--- config.mk ---
export PLATFORM = sky130hd
export DESIGN_NAME = rmq_div
export DESIGN_NICKNAME = d
export VERILOG_FILES = /design/src/hdl/rmq_pkg.sv /design/src/hdl/rmq_div.sv
export SDC_FILE = /design/constraint.sdc
export NUM_CORES = 2
export LEC_CHECK = 0
export BUFFER_PORTS_ARGS = -buffer_cell sky130_fd_sc_hd__clkbuf_2
export CAP_MARGIN = 10
export CORE_AREA = 2 2 467 469
export CTS_CLUSTER_DIAMETER = 100
export DETAILED_ROUTE_END_ITERATION = 6
export DIE_AREA = 0 0 469 471
export HOLD_SLACK_MARGIN = 0.1
export PLACE_DENSITY_LB_ADDON = 0.3
export SLEW_MARGIN = 15
export SYNTH_ARGS = -nofsm -noshare
export SYNTH_HDL_FRONTEND = slang
export SYNTH_SLANG_ARGS = --single-unit
--- constraint.sdc ---
create_clock -name clk_i -period 5.2 [get_ports clk_i]
set_clock_uncertainty 0.2 [all_clocks]
set_input_delay 0.26 -clock clk_i [delete_from_list [all_inputs] [get_ports clk_i]]
set_output_delay 0.26 -clock clk_i [all_outputs]
set_load 0.02 [all_outputs]
--- src/hdl/rmq_pkg.sv ---
// shared types and constants of the rotation matrix to quaternion pipeline
// no dependencies
package rmq_pkg;

  localparam int SqrtSteps = 16;
  localparam int DivSteps  = 17;

  localparam logic [14:0] TolReset = 15'd1638;
  localparam logic [15:0] SatMax   = 16'h7fff;
  localparam logic [15:0] SatMin   = 16'h8000;

  typedef enum logic [2:0] {
    BR_TRACE = 3'd0,
    BR_X     = 3'd1,
    BR_Y     = 3'd2,
    BR_Z     = 3'd3,
    BR_NONE  = 3'd4
  } branch_e;

  typedef enum logic [1:0] {
    AX_X = 2'd0,
    AX_Y = 2'd1,
    AX_Z = 2'd2
  } axis_e;

  // numerators and branch hints carried alongside the square roots
  typedef struct packed {
    logic               trace_pos;
    axis_e              first;
    logic signed [16:0] d1;   // r21 - r12
    logic signed [16:0] d2;   // r02 - r20
    logic signed [16:0] d3;   // r10 - r01
    logic signed [16:0] p01;  // r01 + r10
    logic signed [16:0] p02;  // r02 + r20
    logic signed [16:0] p12;  // r12 + r21
  } num_t;

  // what the output stage needs to place the divider lanes
  typedef struct packed {
    branch_e     br;
    logic [14:0] half;
  } route_t;

endpackage

--- src/hdl/rmq_div.sv ---
// three-lane pipelined restoring divider for d*8192/s, one quotient bit per stage
// depends on rmq_pkg
module rmq_div (
  input  logic                  clk_i,
  input  logic                  rst_ni,
  input  logic                  en_i,
  input  logic                  vld_i,
  input  logic [15:0]           div_i,
  input  logic [2:0][16:0]      num_i,
  input  rmq_pkg::route_t       route_i,
  output logic                  vld_o,
  output logic [2:0][16:0]      quo_o,
  output logic [2:0]            neg_o,
  output logic [2:0]            ovf_o,
  output rmq_pkg::route_t       route_o
);
  import rmq_pkg::*;

  // front stage: magnitude, overflow check on the upper dividend bits
  logic              pv_q;
  logic [2:0][15:0]  prem_q, prem_d;
  logic [2:0][16:0]  pacc_q, pacc_d;
  logic [2:0]        pneg_q, pneg_d;
  logic [2:0]        povf_q, povf_d;
  logic [15:0]       pdiv_q;
  route_t            proute_q;

  always_comb begin : p_front
    logic [16:0] mag;
    for (int l = 0; l < 3; l++) begin
      pneg_d[l] = num_i[l][16];
      mag       = pneg_d[l] ? 17'(17'd0 - num_i[l]) : num_i[l];
      prem_d[l] = {3'd0, mag[16:4]};
      pacc_d[l] = {mag[3:0], 13'd0};
      povf_d[l] = prem_d[l] >= div_i;
    end
  end

  always_ff @(posedge clk_i or negedge rst_ni) begin
    if (!rst_ni) begin
      pv_q <= 1'b0;
    end else if (en_i) begin
      pv_q <= vld_i;
    end
  end

  always_ff @(posedge clk_i) begin
    if (en_i) begin
      prem_q   <= prem_d;
      pacc_q   <= pacc_d;
      pneg_q   <= pneg_d;
      povf_q   <= povf_d;
      pdiv_q   <= div_i;
      proute_q <= route_i;
    end
  end

  logic [DivSteps-1:0] vld_q;
  logic [2:0][16:0]    acc_q   [DivSteps];
  logic [2:0]          neg_q   [DivSteps];
  logic [2:0]          ovf_q   [DivSteps];
  route_t              route_q [DivSteps];
  logic [2:0][15:0]    rem_q   [DivSteps-1];
  logic [15:0]         div_q   [DivSteps-1];

  for (genvar k = 0; k < DivSteps; k++) begin : g_stage
    logic             cur_vld;
    logic [2:0][15:0] cur_rem;
    logic [2:0][16:0] cur_acc;
    logic [2:0]       cur_neg;
    logic [2:0]       cur_ovf;
    logic [15:0]      cur_div;
    route_t           cur_route;
    logic [2:0][15:0] rem_d;
    logic [2:0][16:0] acc_d;

    if (k == 0) begin : g_first
      assign cur_vld   = pv_q;
      assign cur_rem   = prem_q;
      assign cur_acc   = pacc_q;
      assign cur_neg   = pneg_q;
      assign cur_ovf   = povf_q;
      assign cur_div   = pdiv_q;
      assign cur_route = proute_q;
    end else begin : g_next
      assign cur_vld   = vld_q[k-1];
      assign cur_rem   = rem_q[k-1];
      assign cur_acc   = acc_q[k-1];
      assign cur_neg   = neg_q[k-1];
      assign cur_ovf   = ovf_q[k-1];
      assign cur_div   = div_q[k-1];
      assign cur_route = route_q[k-1];
    end

    always_comb begin : p_step
      logic [16:0] r2;
      logic [16:0] diff;
      logic        ge;
      for (int l = 0; l < 3; l++) begin
        r2       = {cur_rem[l], cur_acc[l][16]};
        diff     = r2 - {1'b0, cur_div};
        ge       = r2 >= {1'b0, cur_div};
        rem_d[l] = ge ? diff[15:0] : r2[15:0];
        acc_d[l] = {cur_acc[l][15:0], ge};
      end
    end

    always_ff @(posedge clk_i or negedge rst_ni) begin
      if (!rst_ni) begin
        vld_q[k] <= 1'b0;
      end else if (en_i) begin
        vld_q[k] <= cur_vld;
      end
    end

    always_ff @(posedge clk_i) begin
      if (en_i) begin
        acc_q[k]   <= acc_d;
        neg_q[k]   <= cur_neg;
        ovf_q[k]   <= cur_ovf;
        route_q[k] <= cur_route;
      end
    end

    if (k < DivSteps - 1) begin : g_keep
      always_ff @(posedge clk_i) begin
        if (en_i) begin
          rem_q[k] <= rem_d;
          div_q[k] <= cur_div;
        end
      end
    end
  end

  assign vld_o   = vld_q[DivSteps-1];
  assign quo_o   = acc_q[DivSteps-1];
  assign neg_o   = neg_q[DivSteps-1];
  assign ovf_o   = ovf_q[DivSteps-1];
  assign route_o = route_q[DivSteps-1];

endmodule

==> impl_metrics.prom <==
# TYPE chip_impl_metric gauge
chip_impl_info{name="status",value="finished, final reports clean"} 1
chip_impl_info{name="cell_accounting_for_the_most_synthesized_area",value="sky130_fd_sc_hd__edfxtp_1"} 1
chip_impl_metric{name="setup_total_negative_slack",unit="ns"} 0
chip_impl_metric{name="cts_inserted_buffers",unit=""} 214
chip_impl_metric{name="worst-endpoint-required",unit="ns"} 5.64
chip_impl_metric{name="grt_overflow",unit=""} 0
chip_impl_metric{name="p_leak",unit="nW"} 47.2
chip_impl_metric{name="slew_viol_final",unit=""} 0
chip_impl_metric{name="ys_seq_area_frac",unit=""} 0.564
chip_impl_metric{name="hold_viol",unit=""} 0
chip_impl_metric{name="timing.reg2reg.setup_slack",unit="ns"} 1.05
chip_impl_metric{name="globalRouteTotalUtil",unit=""} 0.241
chip_impl_metric{name="gp_routability_congestion",unit=""} 0.959
chip_impl_metric{name="ctsLongestPathBuffers",unit=""} 3
chip_impl_info{name="netlist_top_cells_area",value="sky130_fd_sc_hd__edfxtp_1 (56%), sky130_fd_sc_hd__ha_1 (9.9%), sky130_fd_sc_hd__mux2_2 (3.8%)"} 1
chip_impl_info{name="tritoncts",value="yes"} 1
chip_impl_metric{name="ant_nets",unit=""} 0
chip_impl_metric{name="initialDrtViolationCount",unit=""} 5791
chip_impl_info{name="yosysMostFrequentCell",value="sky130_fd_sc_hd__edfxtp_1"} 1
chip_impl_metric{name="power_per_cell_area",unit="mW/mm2"} 601
chip_impl_metric{name="placement.io_buffers",unit=""} 164
chip_impl_metric{name="synth_nets",unit=""} 9670
chip_impl_metric{name="synthCells",unit=""} 8683
chip_impl_metric{name="synth_largest_type_area_fraction",unit=""} 0.560
chip_impl_metric{name="synth_edf_count",unit=""} 2000
chip_impl_metric{name="die_area",unit="mm2"} 0.221
chip_impl_metric{name="tightest_slew",unit="ns"} 1.11
chip_impl_info{name="cts_root_buf",value="sky130_fd_sc_hd__clkbuf_16"} 1
chip_impl_metric{name="design.final.nets",unit=""} 10200
chip_impl_metric{name="total_detailed_routing_wirelength",unit="mm"} 271
chip_impl_metric{name="post_route_cells_drive_above_1_share",unit=""} 0.110
chip_impl_metric{name="grt_max_degree",unit=""} 152
chip_impl_metric{name="vias_in_the_first_global_route",unit=""} 69300
chip_impl_info{name="timing.setup.critical_path_class",value="in2reg"} 1
chip_impl_metric{name="final_critical_period",unit="ns"} 4.27
chip_impl_metric{name="std_cell_rows",unit=""} 171
chip_impl_metric{name="place.detailed.instances",unit=""} 11600
chip_impl_metric{name="finalNonFillerCells",unit=""} 12300
chip_impl_metric{name="ys_ff_latch",unit=""} 2018
chip_impl_metric{name="cts.clk_slew.worst_paths",unit="ns"} 0.06
chip_impl_metric{name="drv.max_cap_violation_count",unit=""} 0
chip_impl_metric{name="peak_supply_drop",unit="uV"} 397
chip_impl_info{name="min_path_type",value="reg2reg"} 1
chip_impl_metric{name="cts_post_setup_buffers_inserted",unit=""} 0
chip_impl_metric{name="die_width",unit="um"} 469
chip_impl_metric{name="cts-resized-gates",unit=""} 0
chip_impl_info{name="critPathCaptureType",value="flip-flop"} 1
chip_impl_metric{name="report.final.setup_viol",unit=""} 0
chip_impl_metric{name="cts_sinks",unit=""} 2018
chip_impl_metric{name="avgSynthCellArea",unit="um2"} 12.4
chip_impl_metric{name="num_vias",unit=""} 70900
chip_impl_info{name="rsz0062_at_grt",value="false"} 1
chip_impl_metric{name="ys.warnings.count",unit=""} 0
chip_impl_metric{name="grt_first_pass_wirelength",unit="mm"} 408
chip_impl_info{name="synth_commonest_cells",value="sky130_fd_sc_hd__edfxtp_1 (2,000), sky130_fd_sc_hd__ha_1 (850), sky130_fd_sc_hd__nand2_1 (576), sky130_fd_sc_hd__nor2_1 (556), sky130_fd_sc_hd__inv_1 (541)"} 1
chip_impl_metric{name="core",unit="mm2"} 0.216
chip_impl_metric{name="synth_area",unit="mm2"} 0.107
chip_impl_metric{name="synth.distinct_cells",unit=""} 87
chip_impl_metric{name="avgViaCountPerCell",unit=""} 5.78
chip_impl_metric{name="post_drt_wl_per_cell",unit="um"} 22.1
chip_impl_metric{name="insertion_delay",unit="ns"} 0.90
chip_impl_metric{name="initial_core_utilization",unit=""} 0.496
chip_impl_metric{name="finalCritPeriodShare",unit=""} 0.822
chip_impl_metric{name="dpl_wire_length",unit="mm"} 205
chip_impl_metric{name="critPathArrivalTime",unit="ns"} 4.71
chip_impl_metric{name="area_growth",unit="%"} 13.0
chip_impl_metric{name="slew-limit-headroom",unit=""} 0.262
chip_impl_metric{name="dieHeight",unit="um"} 471
chip_impl_metric{name="firstDrtPassIters",unit=""} 6
chip_impl_metric{name="top_level_ports",unit=""} 165
chip_impl_metric{name="antenna_found_initial",unit=""} 6
chip_impl_metric{name="clock_tree.htree_level_count",unit=""} 4
chip_impl_metric{name="critical_path.max_fanout",unit=""} 4
chip_impl_metric{name="drc",unit=""} 0
chip_impl_metric{name="postCtsHoldBufs",unit=""} 216
chip_impl_info{name="synth_top_flop_cell",value="sky130_fd_sc_hd__edfxtp_1"} 1
chip_impl_metric{name="fmax",unit="MHz"} 234
chip_impl_metric{name="synthArstFlopShare",unit=""} 0.00892
chip_impl_info{name="critical_path.startpoint_type",value="input port"} 1
==> sequential cells by signal, summed over array words and instances (netlist names), 16 cells and up <==
register           flops
g_stage.cur_route     18
neg_q                 51
ovf_q                 51
g_stage.cur_vld       17
route_q              306
div_q                256
acc_q                477
rem_q                768
g_stage.cur_rem       39
g_stage.cur_div       16
==> final cells by class <==
type                       count  area (um2)
timing repair buffer         433        3530
antenna                        6        15.0
inverter                     552        2070
clock buffer                 247        5500
clock inverter               150        1690
multi-input combinational   5994       44300
fill                       17700       94900
tap                         2854        3570
sequential                  2018       60500
==> worst max-delay path, cell delays in order <==
cell and delay, ns:
sky130_fd_sc_hd__dlygate4sd3_1 0.53, sky130_fd_sc_hd__clkbuf_2 0.12, sky130_fd_sc_hd__or4_1 0.59, sky130_fd_sc_hd__or4_1 0.47
sky130_fd_sc_hd__or3_1 0.36, sky130_fd_sc_hd__dlygate4sd3_1 0.58, sky130_fd_sc_hd__o21ai_1 0.13, sky130_fd_sc_hd__dlygate4sd3_1 0.60
sky130_fd_sc_hd__xnor2_1 0.20, sky130_fd_sc_hd__ha_1 0.31, sky130_fd_sc_hd__o21ai_0 0.08, sky130_fd_sc_hd__nand2b_1 0.07
sky130_fd_sc_hd__a21oi_1 0.18, sky130_fd_sc_hd__o21ai_0 0.12, sky130_fd_sc_hd__nand2_1 0.08, sky130_fd_sc_hd__a31oi_1 0.04
==> power breakdown <==
group	switching, mW	internal [mW]	leakage [nW]
Clock	6.58	8.85	3.48
Sequential	3.24	23.8	19.8
Combinational	17.0	13.3	23.9
Total	26.8	46.0	47.2
==> path summary, 6_finish.rpt <==
path                            cells past startpoint               endpoint           start
worst max register to register                     10           rem_q[1][11]   div_q[0][113]
min in group asynchronous                           3                  vld_o          rst_ni
worst min-delay path                                0         route_q[0][62]  route_q[0][44]
worst max-delay path                               16  g_stage[0].cur_ovf[0]        num_i[8]
max in group asynchronous                           3     g_stage[1].cur_vld          rst_ni
worst min register to register                      0         route_q[0][62]  route_q[0][44]
==> cell families after synthesis <==
kind of cell / Yosys count / share of synthesized area
AOI/OAI and AO/OA: 2053 / 0.124
xor gates and xnor gates: 511 / 0.0417
adders and majority gates: 898 / 0.108
buffers and inverters: 671 / 0.0240
DFF: 2018 / 0.564
muxes: 416 / 0.0434
and+or+nand+nor: 2116 / 0.0953
==> metal layers <==
metal / wire length [um] / vias to the layer above / GRT usage
met1: 113000 / 34500 / 0.306
met2: 135000 / 1948 / 0.419
met3: 11800 / 490 / 0.0294
met4: 11300 / 2 / 0.0953
met5: 13 / - / 0
li1: - / 33900 / -
==> placed cells by master (no fill, tap or decap), types with 104 or more instances in the layout <==
| cell type | instances |
|---|---|
| sky130_fd_sc_hd__xnor2_1 | 357 |
| sky130_fd_sc_hd__inv_1 | 541 |
| sky130_fd_sc_hd__nor3_1 | 175 |
| sky130_fd_sc_hd__o21ai_0 | 524 |
| sky130_fd_sc_hd__mux2_2 | 362 |
| sky130_fd_sc_hd__nor2_1 | 554 |
| sky130_fd_sc_hd__xor2_1 | 154 |
| sky130_fd_sc_hd__dlygate4sd3_1 | 216 |
| sky130_fd_sc_hd__ha_1 | 850 |
| sky130_fd_sc_hd__nor2b_1 | 145 |
| sky130_fd_sc_hd__clkbuf_2 | 163 |
| sky130_fd_sc_hd__nand2_1 | 576 |
| sky130_fd_sc_hd__nand2b_1 | 109 |
| sky130_fd_sc_hd__nand4_1 | 104 |
| sky130_fd_sc_hd__edfxtp_1 | 2000 |
| sky130_fd_sc_hd__clkbuf_16 | 215 |
| sky130_fd_sc_hd__a21o_1 | 162 |
| sky130_fd_sc_hd__a21oi_1 | 503 |
| sky130_fd_sc_hd__o21a_1 | 140 |
==> per-stage QoR <==
| step | utilization | worst slack [ns] | hold WS [ns] | cell area (um2) | total power, mW |
|---|---|---|---|---|---|
| 2_1_floorplan | - | 1.96 | -0.236 | 107000 | 48.1 |
| 3_3_place_gp | 0.517 | 1.15 | 0.0108 | 112000 | 56.4 |
| 3_5_place_dp | 0.517 | 1.12 | 0.0253 | 112000 | 57.1 |
| 4_1_cts | 0.561 | 1.11 | 0.109 | 121000 | 73.0 |
| 5_1_grt | 0.561 | 0.684 | 0.174 | 121000 | 77.3 |
| 6_report | 0.561 | 0.927 | 0.187 | 121000 | 72.8 |
Power figures use the tool's default switching activity.
