--- config.mk ---
export PLATFORM = sky130hd
export DESIGN_NAME = rmq_select
export DESIGN_NICKNAME = d
export VERILOG_FILES = /design/src/hdl/rmq_pkg.sv /design/src/hdl/rmq_select.sv
export SDC_FILE = /design/constraint.sdc
export NUM_CORES = 1
export LEC_CHECK = 0
export BUFFER_PORTS_ARGS = -buffer_cell sky130_fd_sc_hd__buf_2
export CORE_MARGIN = 2
export CORE_UTILIZATION = 45
export CTS_CLUSTER_SIZE = 14
export DETAILED_ROUTE_END_ITERATION = 10
export PLACE_DENSITY_LB_ADDON = 0.25
export SYNTH_ARGS = -nofsm -noshare
export SYNTH_HDL_FRONTEND = slang
export SYNTH_SLANG_ARGS = --single-unit
--- constraint.sdc ---
create_clock -name clk_i -period 1 [get_ports clk_i]
set_input_delay 0.1 -clock clk_i [delete_from_list [all_inputs] [get_ports clk_i]]
set_output_delay 0.1 -clock clk_i [all_outputs]
set_load 0.02 [all_outputs]
--- src/hdl/rmq_pkg.sv ---
// shared types and constants of the rotation matrix to quaternion pipeline
// no dependencies
package rmq_pkg;

  localparam int SqrtSteps = 16;
  localparam int DivSteps  = 17;

  localparam logic [14:0] TolReset = 15'd1638;
  localparam logic [15:0] SatMax   = 16'h7fff;
  localparam logic [15:0] SatMin   = 16'h8000;

  typedef enum logic [2:0] {
    BR_TRACE = 3'd0,
    BR_X     = 3'd1,
    BR_Y     = 3'd2,
    BR_Z     = 3'd3,
    BR_NONE  = 3'd4
  } branch_e;

  typedef enum logic [1:0] {
    AX_X = 2'd0,
    AX_Y = 2'd1,
    AX_Z = 2'd2
  } axis_e;

  // numerators and branch hints carried alongside the square roots
  typedef struct packed {
    logic               trace_pos;
    axis_e              first;
    logic signed [16:0] d1;   // r21 - r12
    logic signed [16:0] d2;   // r02 - r20
    logic signed [16:0] d3;   // r10 - r01
    logic signed [16:0] p01;  // r01 + r10
    logic signed [16:0] p02;  // r02 + r20
    logic signed [16:0] p12;  // r12 + r21
  } num_t;

  // what the output stage needs to place the divider lanes
  typedef struct packed {
    branch_e     br;
    logic [14:0] half;
  } route_t;

endpackage

--- src/hdl/rmq_select.sv ---
// branch choice against the root tolerance and numerator routing, one stage
// depends on rmq_pkg
module rmq_select (
  input  logic                  clk_i,
  input  logic                  rst_ni,
  input  logic                  en_i,
  input  logic                  vld_i,
  input  logic [3:0][15:0]      root_i,
  input  rmq_pkg::num_t         side_i,
  input  logic [14:0]           tol_i,
  output logic                  vld_o,
  output logic [15:0]           div_o,
  output logic [2:0][16:0]      num_o,
  output rmq_pkg::route_t       route_o
);
  import rmq_pkg::*;

  logic              vld_q;
  logic [15:0]       div_q, div_d;
  logic [2:0][16:0]  num_q, num_d;
  route_t            route_q, route_d;
  logic              ok_x, ok_y, ok_z;
  branch_e           br;

  // lane 0 trace, 1 x, 2 y, 3 z
  assign ok_x = root_i[1] > {1'b0, tol_i};
  assign ok_y = root_i[2] > {1'b0, tol_i};
  assign ok_z = root_i[3] > {1'b0, tol_i};

  always_comb begin
    br = BR_NONE;
    if (side_i.trace_pos) begin
      br = BR_TRACE;
    end else begin
      case (side_i.first)
        AX_X: begin
          br = ok_x ? BR_X : ok_z ? BR_Z : ok_y ? BR_Y : BR_NONE;
        end
        AX_Y: begin
          br = ok_y ? BR_Y : ok_z ? BR_Z : ok_x ? BR_X : BR_NONE;
        end
        AX_Z: begin
          br = ok_z ? BR_Z : ok_x ? BR_X : ok_y ? BR_Y : BR_NONE;
        end
        default: begin
          br = BR_NONE;
        end
      endcase
    end
  end

  always_comb begin
    div_d = 16'd1;
    num_d = '0;
    case (br)
      BR_TRACE: begin
        div_d = root_i[0];
        num_d = {side_i.d3, side_i.d2, side_i.d1};
      end
      BR_X: begin
        div_d = root_i[1];
        num_d = {side_i.p02, side_i.p01, side_i.d1};
      end
      BR_Y: begin
        div_d = root_i[2];
        num_d = {side_i.p01, side_i.p12, side_i.d2};
      end
      BR_Z: begin
        div_d = root_i[3];
        num_d = {side_i.p12, side_i.p02, side_i.d3};
      end
      default: begin
        div_d = 16'd1;
        num_d = '0;
      end
    endcase
    route_d.br   = br;
    route_d.half = (br == BR_NONE) ? 15'd0 : div_d[15:1];
  end

  always_ff @(posedge clk_i or negedge rst_ni) begin
    if (!rst_ni) begin
      vld_q <= 1'b0;
    end else if (en_i) begin
      vld_q <= vld_i;
    end
  end

  always_ff @(posedge clk_i) begin
    if (en_i) begin
      div_q   <= div_d;
      num_q   <= num_d;
      route_q <= route_d;
    end
  end

  assign vld_o   = vld_q;
  assign div_o   = div_q;
  assign num_o   = num_q;
  assign route_o = route_q;

endmodule

==> reports/metrics.yaml, run 1 <==
status: "finished with violations"
violations: "negative setup slack"
die_h_um: 117
worstMarginPinSlew_ns: 0.497
min_period_over_period: 2.51
powerDensity_nw_per_um2: 1290
fin_nets: 1089
ys_types: 51
r2r-start: "vld_o"
r2r_end: "vld_o"
maxUsedRoutingLayer: "met4"
crit_type: "in2reg"
arrival_ns: 2.57
clock_latency_ns: 0.32
ys_ff_latch: 86
die-width_um: 117
drt_pre_antenna_iters: 5
coreArea_um2: 12600
cts.sinks: 86
grt_pass1_wl_um: 32000
clock_path_buffers: 2
fin_crit_ns: 2.51
critPathLaunchType: "input port"
crit_fanout: 7
drtAntennaViolNets: 0
nFillCells: 775
antenna_found_initial: 2
finalHoldViolations: 0
globalRouteOverflowTotal: 0
htreeDepth: 3
reg2reg_slack_ns: 0.26
cp.required_ns: 1.07
grt_max_degree: 69
syn_inst: 485
cts_tree: "built"
finalSetupViolCount: 87
max_freq_mhz: 399
p_leak_nw: 4.16
num_io_pins: 274
fp-row-count: 41
wl_met3_um: 1640
peakVddDrop_mv: 0.786
root_buffer: "clkbuf_16"
maxCapViolations: 0
hold_path.class: "in2async"
dp.final_hpwl_um: 14800
ys_seq_area_frac: 0.446
grt_pass1_vias: 6154
reg2regPathDepth: 1
drive_gt1_frac: 0.595
wl_per_cell_um: 20.7
track_usage: 0.291
area_growth_pct: 67.6
synth_edf_count: 85
synth_flop_cell: "edfxtp_1"
wl_met2_um: 11100
die_area_um2: 13800
syn_area_per_cell_um2: 11.9
start_util: 0.460
drt_wl_total_um: 21400
async_flop_share: 0.0116
setup_ws_ns: -1.51
endpoint_kind: "register"
rsz0062_at_grt: "yes"
drt_iter0_markers: 497
route.detailed.drc: 0
clk_pin_slew_worst_paths_ns: 0.06
synth_warnings: 0
io_buffers: 273
holdWs_ns: 0.0774
preCtsSetupSlack_ns: -1.81
syn_nets: 718
clock_skew_ns: 0
cts-buffers-inserted: 9
met1Wirelength_um: 8190
gp_congestion: 0.905
max-slew-margin-rel: 0.668
slew_violations: 0
syn_area_um2: 5790
vias_per_cell: 5.80
via_count: 6000
## where the power goes
part | internal (mW) | switching (mW)
registers | 4.47 | 0.145
clock network | 2.01 | 1.29
logic | 2.22 | 2.38
## Yosys cell counts (all sizes together), types with 2 or more instances
| cell type | number | area (um^2) |
|---|---|---|
| nor2b | 5 | 33.8 |
| edfxtp | 85 | 2550 |
| a21oi | 32 | 164 |
| a21o | 5 | 37.5 |
| mux2i | 66 | 661 |
| nand2 | 9 | 33.8 |
| buf | 27 | 225 |
| nand4 | 6 | 37.5 |
| a2111oi | 2 | 23.8 |
| o31ai | 2 | 15.0 |
| nand4b | 3 | 41.3 |
| mux2 | 2 | 22.5 |
| a31oi | 2 | 27.5 |
| a211o | 3 | 35.0 |
| nor4 | 2 | 18.8 |
| nand3 | 2 | 10.0 |
| nor2 | 5 | 18.8 |
| o211ai | 2 | 15.0 |
| a32oi | 49 | 542 |
| inv | 19 | 71.3 |
| o21ai | 68 | 340 |
| o22ai | 17 | 106 |
| ha | 45 | 563 |
| and4 | 2 | 17.5 |
| and2 | 2 | 12.5 |
| clkbuf | 11 | 41.3 |
## state kept, by name, summed over array words and instances (netlist names)
signal	cells
num_o	51
route_o	18
div_o	16
vld_o	1
## what timing repair did
item / 4_1_cts / 5_1_grt
gates resized for setup: 100 / 98
pin swaps: 38 / 22
endpoints found under the setup margin: 94 / 111
endpoints found under the hold margin: 2 / 0
gates cloned: 9 / 2
setup buffers: 11 / 5
hold buffers: 2 / 0
## worst max path at each step
stage                     startpoint  depth (start not counted)   endpoint  slack, ns
final                     root_i[33]                         12  num_o[21]      -1.51
after detailed placement   tol_i[10]                         14  num_o[24]      -1.81
after floorplan            tol_i[10]                         12   div_o[1]      -1.37
after CTS                  tol_i[10]                         15   div_o[3]      -1.34
after global placement     tol_i[10]                         13   num_o[8]      -1.71
after global routing       tol_i[10]                         13  num_o[21]      -1.57
## worst max-delay path, cell delays in order
cell       delay, ns
buf_2           0.13
ha_4            0.26
nor2b_4         0.15
o211ai_1        0.12
a2111oi_2       0.55
nor4b_4         0.12
nor2_1          0.14
o211a_4         0.31
buf_16          0.18
buf_16          0.15
mux2i_1         0.26
o21ai_1         0.10
## cell usage in the layout (no fill, tap or decap), types with 6 or more instances in the layout
master,netlist,final
mux2i_2,0,7
ha_1,45,29
buf_8,1,8
nand2_1,9,8
clkbuf_16,0,11
o21ai_1,65,62
a21oi_1,31,26
ha_4,0,15
buf_12,0,14
o22ai_1,17,15
a32oi_2,15,20
a32oi_1,34,28
buf_2,3,235
nand4_1,6,6
buf_6,10,45
mux2i_1,66,45
buf_16,0,7
inv_1,19,7
edfxtp_1,85,85
buf_4,9,83
mux2i_4,0,14
## stage by stage
stage          utilization  instance area, um^2  instances  setup TNS [ns]  total power [mW]
2_1_floorplan            -                 5990        485         -113.84              6.64
3_3_place_gp         0.648                 8140        990         -141.07              8.12
3_5_place_dp         0.648                 8140        990         -147.19              8.24
4_1_cts              0.734                 9230       1028         -108.23              12.1
5_1_grt              0.772                 9700       1034         -125.71              12.9
6_report             0.772                 9700       1035         -118.42              12.5
## area by class of cell
cell class | instances | area, um^2 | area share
Tap cell | 172 | 215 | 0.0222
Antenna cell | 2 | 5.00 | 0.000516
Clock buffer | 14 | 254 | 0.0262
Inverter | 19 | 116 | 0.0120
Multi-Input combinational cell | 343 | 3490 | 0.360
Timing Repair Buffer | 397 | 3000 | 0.309
Clock inverter | 2 | 35.0 | 0.00361
Sequential cell | 86 | 2580 | 0.266
## per-layer routing
| metal | global-route usage | up-vias |
|---|---|---|
| li1 | - | 2730 |
| met1 | 0.348 | 2900 |
| met2 | 0.523 | 331 |
| met3 | 0.0618 | 39 |
| met4 | 0.0926 | 0 |
| met5 | 0 | - |
## cells by family (layout without fill, tap and decap cells)
kind of cell    Yosys count  count (layout)  share of synthesized area
mux                      68              68                      0.118
buf+inv                  57             432                     0.0584
simple gates             40              40                     0.0443
other cells               0               2                          0
fa+ha+maj                45              45                     0.0973
compound gates          189             190                      0.236
flops                    86              86                      0.446
(Power assumes the default switching activity.)
==> inputs of run 2 (changes only) <==
CORE_MARGIN = not set   (was 2)
SKIP_CTS_REPAIR_TIMING = 1   (was not set)
==> reports/metrics.yaml, run 2 (synthesized netlist as in run 1, its figures left out) <==
status: "finished with violations"
violations: "negative setup slack"
drive_gt1_frac: 0.588  # -0.00649
max_freq_mhz: 413  # +3.4%
drt_wl_total_um: 20800  # -2.5%
peakVddDrop_mv: 0.820  # +4.2%
crit_path_max_incr_delay_ns: 0.41  # -0.14 ns
fp-row-count: 41  # unchanged
gp_congestion: 0.886  # -2.1%
root_buffer: "clkbuf_16"
route.detailed.drc: 0  # unchanged
critPathSlowestCell: "a211o_4"
place_inst: 967  # -2.3%
via_count: 5898  # -1.7%
use_met1: 0.304  # -0.0439
fin_crit_ns: 2.42  # -0.0835 ns
cts-buffers-inserted: 9  # unchanged
preCtsSetupSlack_ns: -1.96  # -0.149 ns
critPathLaunchType: "input port"
min_period_over_period: 2.42  # -0.0835
p_leak_nw: 4.08  # -1.9%
die_area_um2: 13300  # -3.4%
dp.final_hpwl_um: 14000  # -5.4%
hold_path.class: "in2async"
rsz0062_at_grt: "yes"
clock_latency_ns: 0.35  # +0.03 ns
maxCapViolations: 0  # unchanged
globalRouteOverflowTotal: 0  # unchanged
place_area_um2: 7930  # -2.6%
arrival_ns: 2.50  # -0.07 ns
wl_per_cell_um: 20.5  # -0.98%
grtUsageMet2: 0.484  # -0.0384
num_io_pins: 274  # unchanged
htreeDepth: 3  # unchanged
stdcell_count: 1019  # -1.5%
use_met3: 0.0411  # -0.0207
final_cell_mix: "buf_2 (233), edfxtp_1 (85), buf_4 (71), o21ai_1 (63), mux2i_1 (53)"
finalHoldViolations: 0  # unchanged
die-width_um: 115  # -1.7%
area_growth_pct: 64.1
clock_path_buffers: 2  # unchanged
drt_iter0_markers: 410  # -18%
drt_pre_antenna_iters: 5  # unchanged
holdWs_ns: 0.0597  # -0.0178 ns
clk_pin_slew_worst_paths_ns: 0.06  # about the same
cts_tree: "built"
drtAntennaViolNets: 0  # unchanged
die_h_um: 115  # -1.7%
clock_skew_ns: 0  # unchanged
finalSetupViolCount: 94  # +8.0%
final_core_util: 0.756  # -0.0162
largest_register_ff_count: 51  # unchanged
coreArea_um2: 12600  # unchanged
antenna_found_initial: 2  # unchanged
crit_chain: "clkbuf_4 -> inv_12 -> ha_1 -> nand4_1 -> buf_4 -> o31ai_4 -> o31ai_4 -> nor2b_4 -> a211o_4 -> buf_16 -> a32oi_2 -> o21ai_1"
reg2regPathDepth: 1  # unchanged
cp.required_ns: 1.08  # about the same
fin_nets: 1073  # -1.5%
setup_ws_ns: -1.42  # +0.0835 ns
final_common_cell: "buf_2"
worstMarginPinSlew_ns: 0.586  # +0.0887 ns
grt_pass1_wl_um: 26700  # -17%
crit_type: "in2reg"
cp.depth: 12  # unchanged
crit_fanout: 6  # -1
design_area_um2: 9500  # -2.1%
cp_top_family: "compound AO/OA/AOI/OAI gates"
endpoint_kind: "register"
vias_per_cell: 5.79  # -0.16%
globalRoute.busiestLayer: "met2"
cts.sinks: 86  # unchanged
critPathBufInv: 4  # +1
grt_max_degree: 46  # -33%
max-slew-margin-rel: 0.610  # -0.0585
track_usage: 0.264  # -0.0266
powerDensity_nw_per_um2: 1270  # -1.1%
path_common_cell: "o31ai_4"
slew_violations: 0  # unchanged
grt_pass1_vias: 5408  # -12%
io_buffers: 273  # unchanged
start_util: 0.460  # unchanged
## run 2: cell types whose count changed in the layout (fill, tap and decap cells not counted), moves of 6 or more
cell / before / now
a32oi_1: 28 / 19
a32oi_2: 20 / 30
buf_16: 7 / 1
buf_4: 83 / 71
clkbuf_16: 11 / 21
mux2i_1: 45 / 53
mux2i_4: 14 / 6
## run 2: final timing paths
path	from	endpoint	slack, ns
max	tol_i[10]	num_o[50]	-1.42
min	rst_ni	vld_o	0.06
max reg2reg	vld_o	vld_o	0.26
min reg2reg	vld_o	vld_o	0.51
max in group asynchronous	rst_ni	vld_o	0.85
min in group clk_i	root_i[9]	route_o[8]	0.06
## run 2: layout make-up
type | count | area (um^2)
fillers | 813 | 3070
diodes | 2 | 5.00
multi-input cells | 346 | 3510
inverters | 19 | 126
clock buffers | 11 | 233
repair buffers | 378 | 2810
flip-flops and latches | 86 | 2580
well taps | 172 | 215
clock inverters | 5 | 26.3
## run 2: per-layer routing
metal | vias to the layer above | wire length, um
met4 | 0 | 405
met3 | 35 | 1420
li1 | 2696 | -
met2 | 308 | 10800
met5 | - | 0
met1 | 2859 | 8250
## run 2: where the power goes
| group | internal [mW] | switching (mW) | leakage, nW |
|---|---|---|---|
| logic | 2.10 | 2.32 | 3.11 |
| clock network | 1.66 | 1.40 | 0.127 |
| registers | 4.47 | 0.142 | 0.839 |
## run 2: per-stage QoR
stage | TNS, ns | total power, mW
after floorplan | -113.84 | 6.64
after global placement | -157.31 | 7.98
after detailed placement | -159.98 | 8.09
after CTS | -130.15 | 11.1
after global routing | -119.45 | 12.5
final | -113.89 | 12.1
==> inputs of run 3 (changes only) <==
CORE_ASPECT_RATIO = 2   (was not set)
==> reports/metrics.yaml, run 3 (synthesized netlist as in run 1, its figures left out) <==
maxCapViolations: 0  # unchanged
drt_iter0_markers: 333  # -19%
arrival_ns: 2.63  # +0.13 ns
setup_ws_ns: -1.54  # -0.120 ns
critPathSlowestCell: "a2111oi_2"
final_cell_mix: "buf_2 (219), buf_4 (87), edfxtp_1 (85), buf_6 (66), o21ai_1 (65)"
root_buffer: "clkbuf_16"
max_freq_mhz: 393  # -4.7%
die_area_um2: 13300  # +0.21%
antenna_found_initial: 0  # -2
dp.final_hpwl_um: 15800  # +13%
insertedDiodeCount: 0  # -2
path_common_cell: "buf_6"
cts-buffers-inserted: 9  # unchanged
cts.sinks: 86  # unchanged
preCtsSetupSlack_ns: -2.06  # -0.106 ns
cts_tree: "built"
largest_register_ff_count: 51  # unchanged
fin_crit_ns: 2.54  # +0.120 ns
grt_max_degree: 42  # -8.7%
clock_path_buffers: 2  # unchanged
hold_path.class: "in2reg"
crit_path_max_incr_delay_ns: 0.34  # -0.07 ns
place_area_um2: 8070  # +1.8%
coreArea_um2: 12600  # -0.11%
drive_gt1_frac: 0.575  # -0.0131
powerDensity_nw_per_um2: 1320  # +3.6%
globalRouteOverflowTotal: 0  # unchanged
cp_top_family: "compound AO/OA/AOI/OAI gates"
htreeDepth: 3  # unchanged
rsz0062_at_grt: "yes"
worstMarginPinSlew_ns: 0.551  # -0.0348 ns
violations: "negative hold slack, negative setup slack"
route.detailed.drc: 0  # unchanged
drt_wl_total_um: 21700  # +4.3%
die_h_um: 162  # +41%
crit_fanout: 5  # -1
max-slew-margin-rel: 0.633  # +0.0232
tns_ns: -123.22  # -9.33 ns
vias_per_cell: 5.92  # +2.2%
drtAntennaViolNets: 0  # unchanged
clock_skew_ns: 0  # unchanged
critPathBufInv: 7  # +3
track_usage: 0.297  # +0.0329
die-width_um: 82.2  # -29%
wl_per_cell_um: 21.6  # +5.4%
finalHoldViolations: 1  # +1
endpoint_kind: "register"
hp-start: "vld_i"
clock_latency_ns: 0.33  # -0.02 ns
grt_pass1_wl_um: 29000  # +8.8%
design_area_um2: 9460  # -0.42%
via_count: 5970  # +1.2%
r2r-start: "vld_o"
start_util: 0.461  # +0.000505
fp-row-count: 58  # +41%
cp-startpoint: "tol_i[7]"
finalSetupViolCount: 96  # +2.1%
num_io_pins: 274  # unchanged
grt_pass1_vias: 6007  # +11%
io_buffers: 273  # unchanged
fin_nets: 1087  # +1.3%
crit_type: "in2reg"
min_period_over_period: 2.54  # +0.120
clk_pin_slew_worst_paths_ns: 0.06  # about the same
p_leak_nw: 4.12  # +0.97%
cp.required_ns: 1.09  # about the same
critPathLaunchType: "input port"
area_growth_pct: 63.4
peakVddDrop_mv: 0.952  # +16%
slew_violations: 0  # unchanged
drt_pre_antenna_iters: 5  # unchanged
final_common_cell: "buf_2"
gp_congestion: 0.876  # -1.1%
status: "finished with violations"
holdWs_ns: -0.000127  # -0.0598 ns
crit_chain: "buf_6 -> inv_4 -> buf_6 -> ha_4 -> a21oi_2 -> o21ai_1 -> a2111oi_2 -> buf_4 -> a31oi_4 -> a211o_1 -> o211a_4 -> buf_6 -> buf_4 -> clkbuf_16 -> a32oi_2 -> o21ai_1"
[run 3: per-layer routing]
| metal | vias up | track usage | part of all wire | routed length [um] |
|---|---|---|---|---|
| li1 | 2726 | - | - | - |
| met1 | 2829 | 0.256 | 0.31 | 6820 |
| met4 | 0 | 0.222 | 0.065 | 1420 |
| met5 | - | 0 | 0 | 0 |
| met2 | 324 | 0.567 | 0.57 | 12300 |
| met3 | 91 | 0.0532 | 0.056 | 1210 |
[run 3: report_power, final]
| group | total [mW] | internal [mW] | switching [mW] |
|---|---|---|---|
| Combinational | 4.42 | 2.13 | 2.29 |
| Sequential | 4.65 | 4.48 | 0.175 |
| Clock | 3.42 | 1.96 | 1.47 |
[run 3: layout make-up]
type,instances,area (um^2)
Fill cell,827,3100
Tap cell,150,188
Clock inverter,6,70.1
Multi-Input combinational cell,343,3300
Inverter,19,109
Sequential cell,86,2580
Clock buffer,10,229
Timing Repair Buffer,395,2980
[run 3: per-stage QoR]
stage / total power [mW] / utilization / hold WS (ns) / cells
floorplan: 6.64 / - / -0.196 / 485
global route: 12.9 / 0.753 / -0.00180 / 1009
CTS: 11.7 / 0.667 / -0.485 / 985
finish: 12.5 / 0.753 / -0.000127 / 1009
global placement: 8.12 / 0.643 / -0.126 / 969
detailed placement: 8.25 / 0.643 / -0.124 / 969
[run 3: final timing paths]
check,to,slack (ns),cells after the start
setup / recovery,div_o[3],-1.54,16
hold / removal,vld_o,-0.0001,2
setup reg to reg,vld_o,0.26,1
hold reg to reg,vld_o,0.51,1
max in group asynchronous,vld_o,0.86,2
min in group asynchronous,vld_o,0.06,2
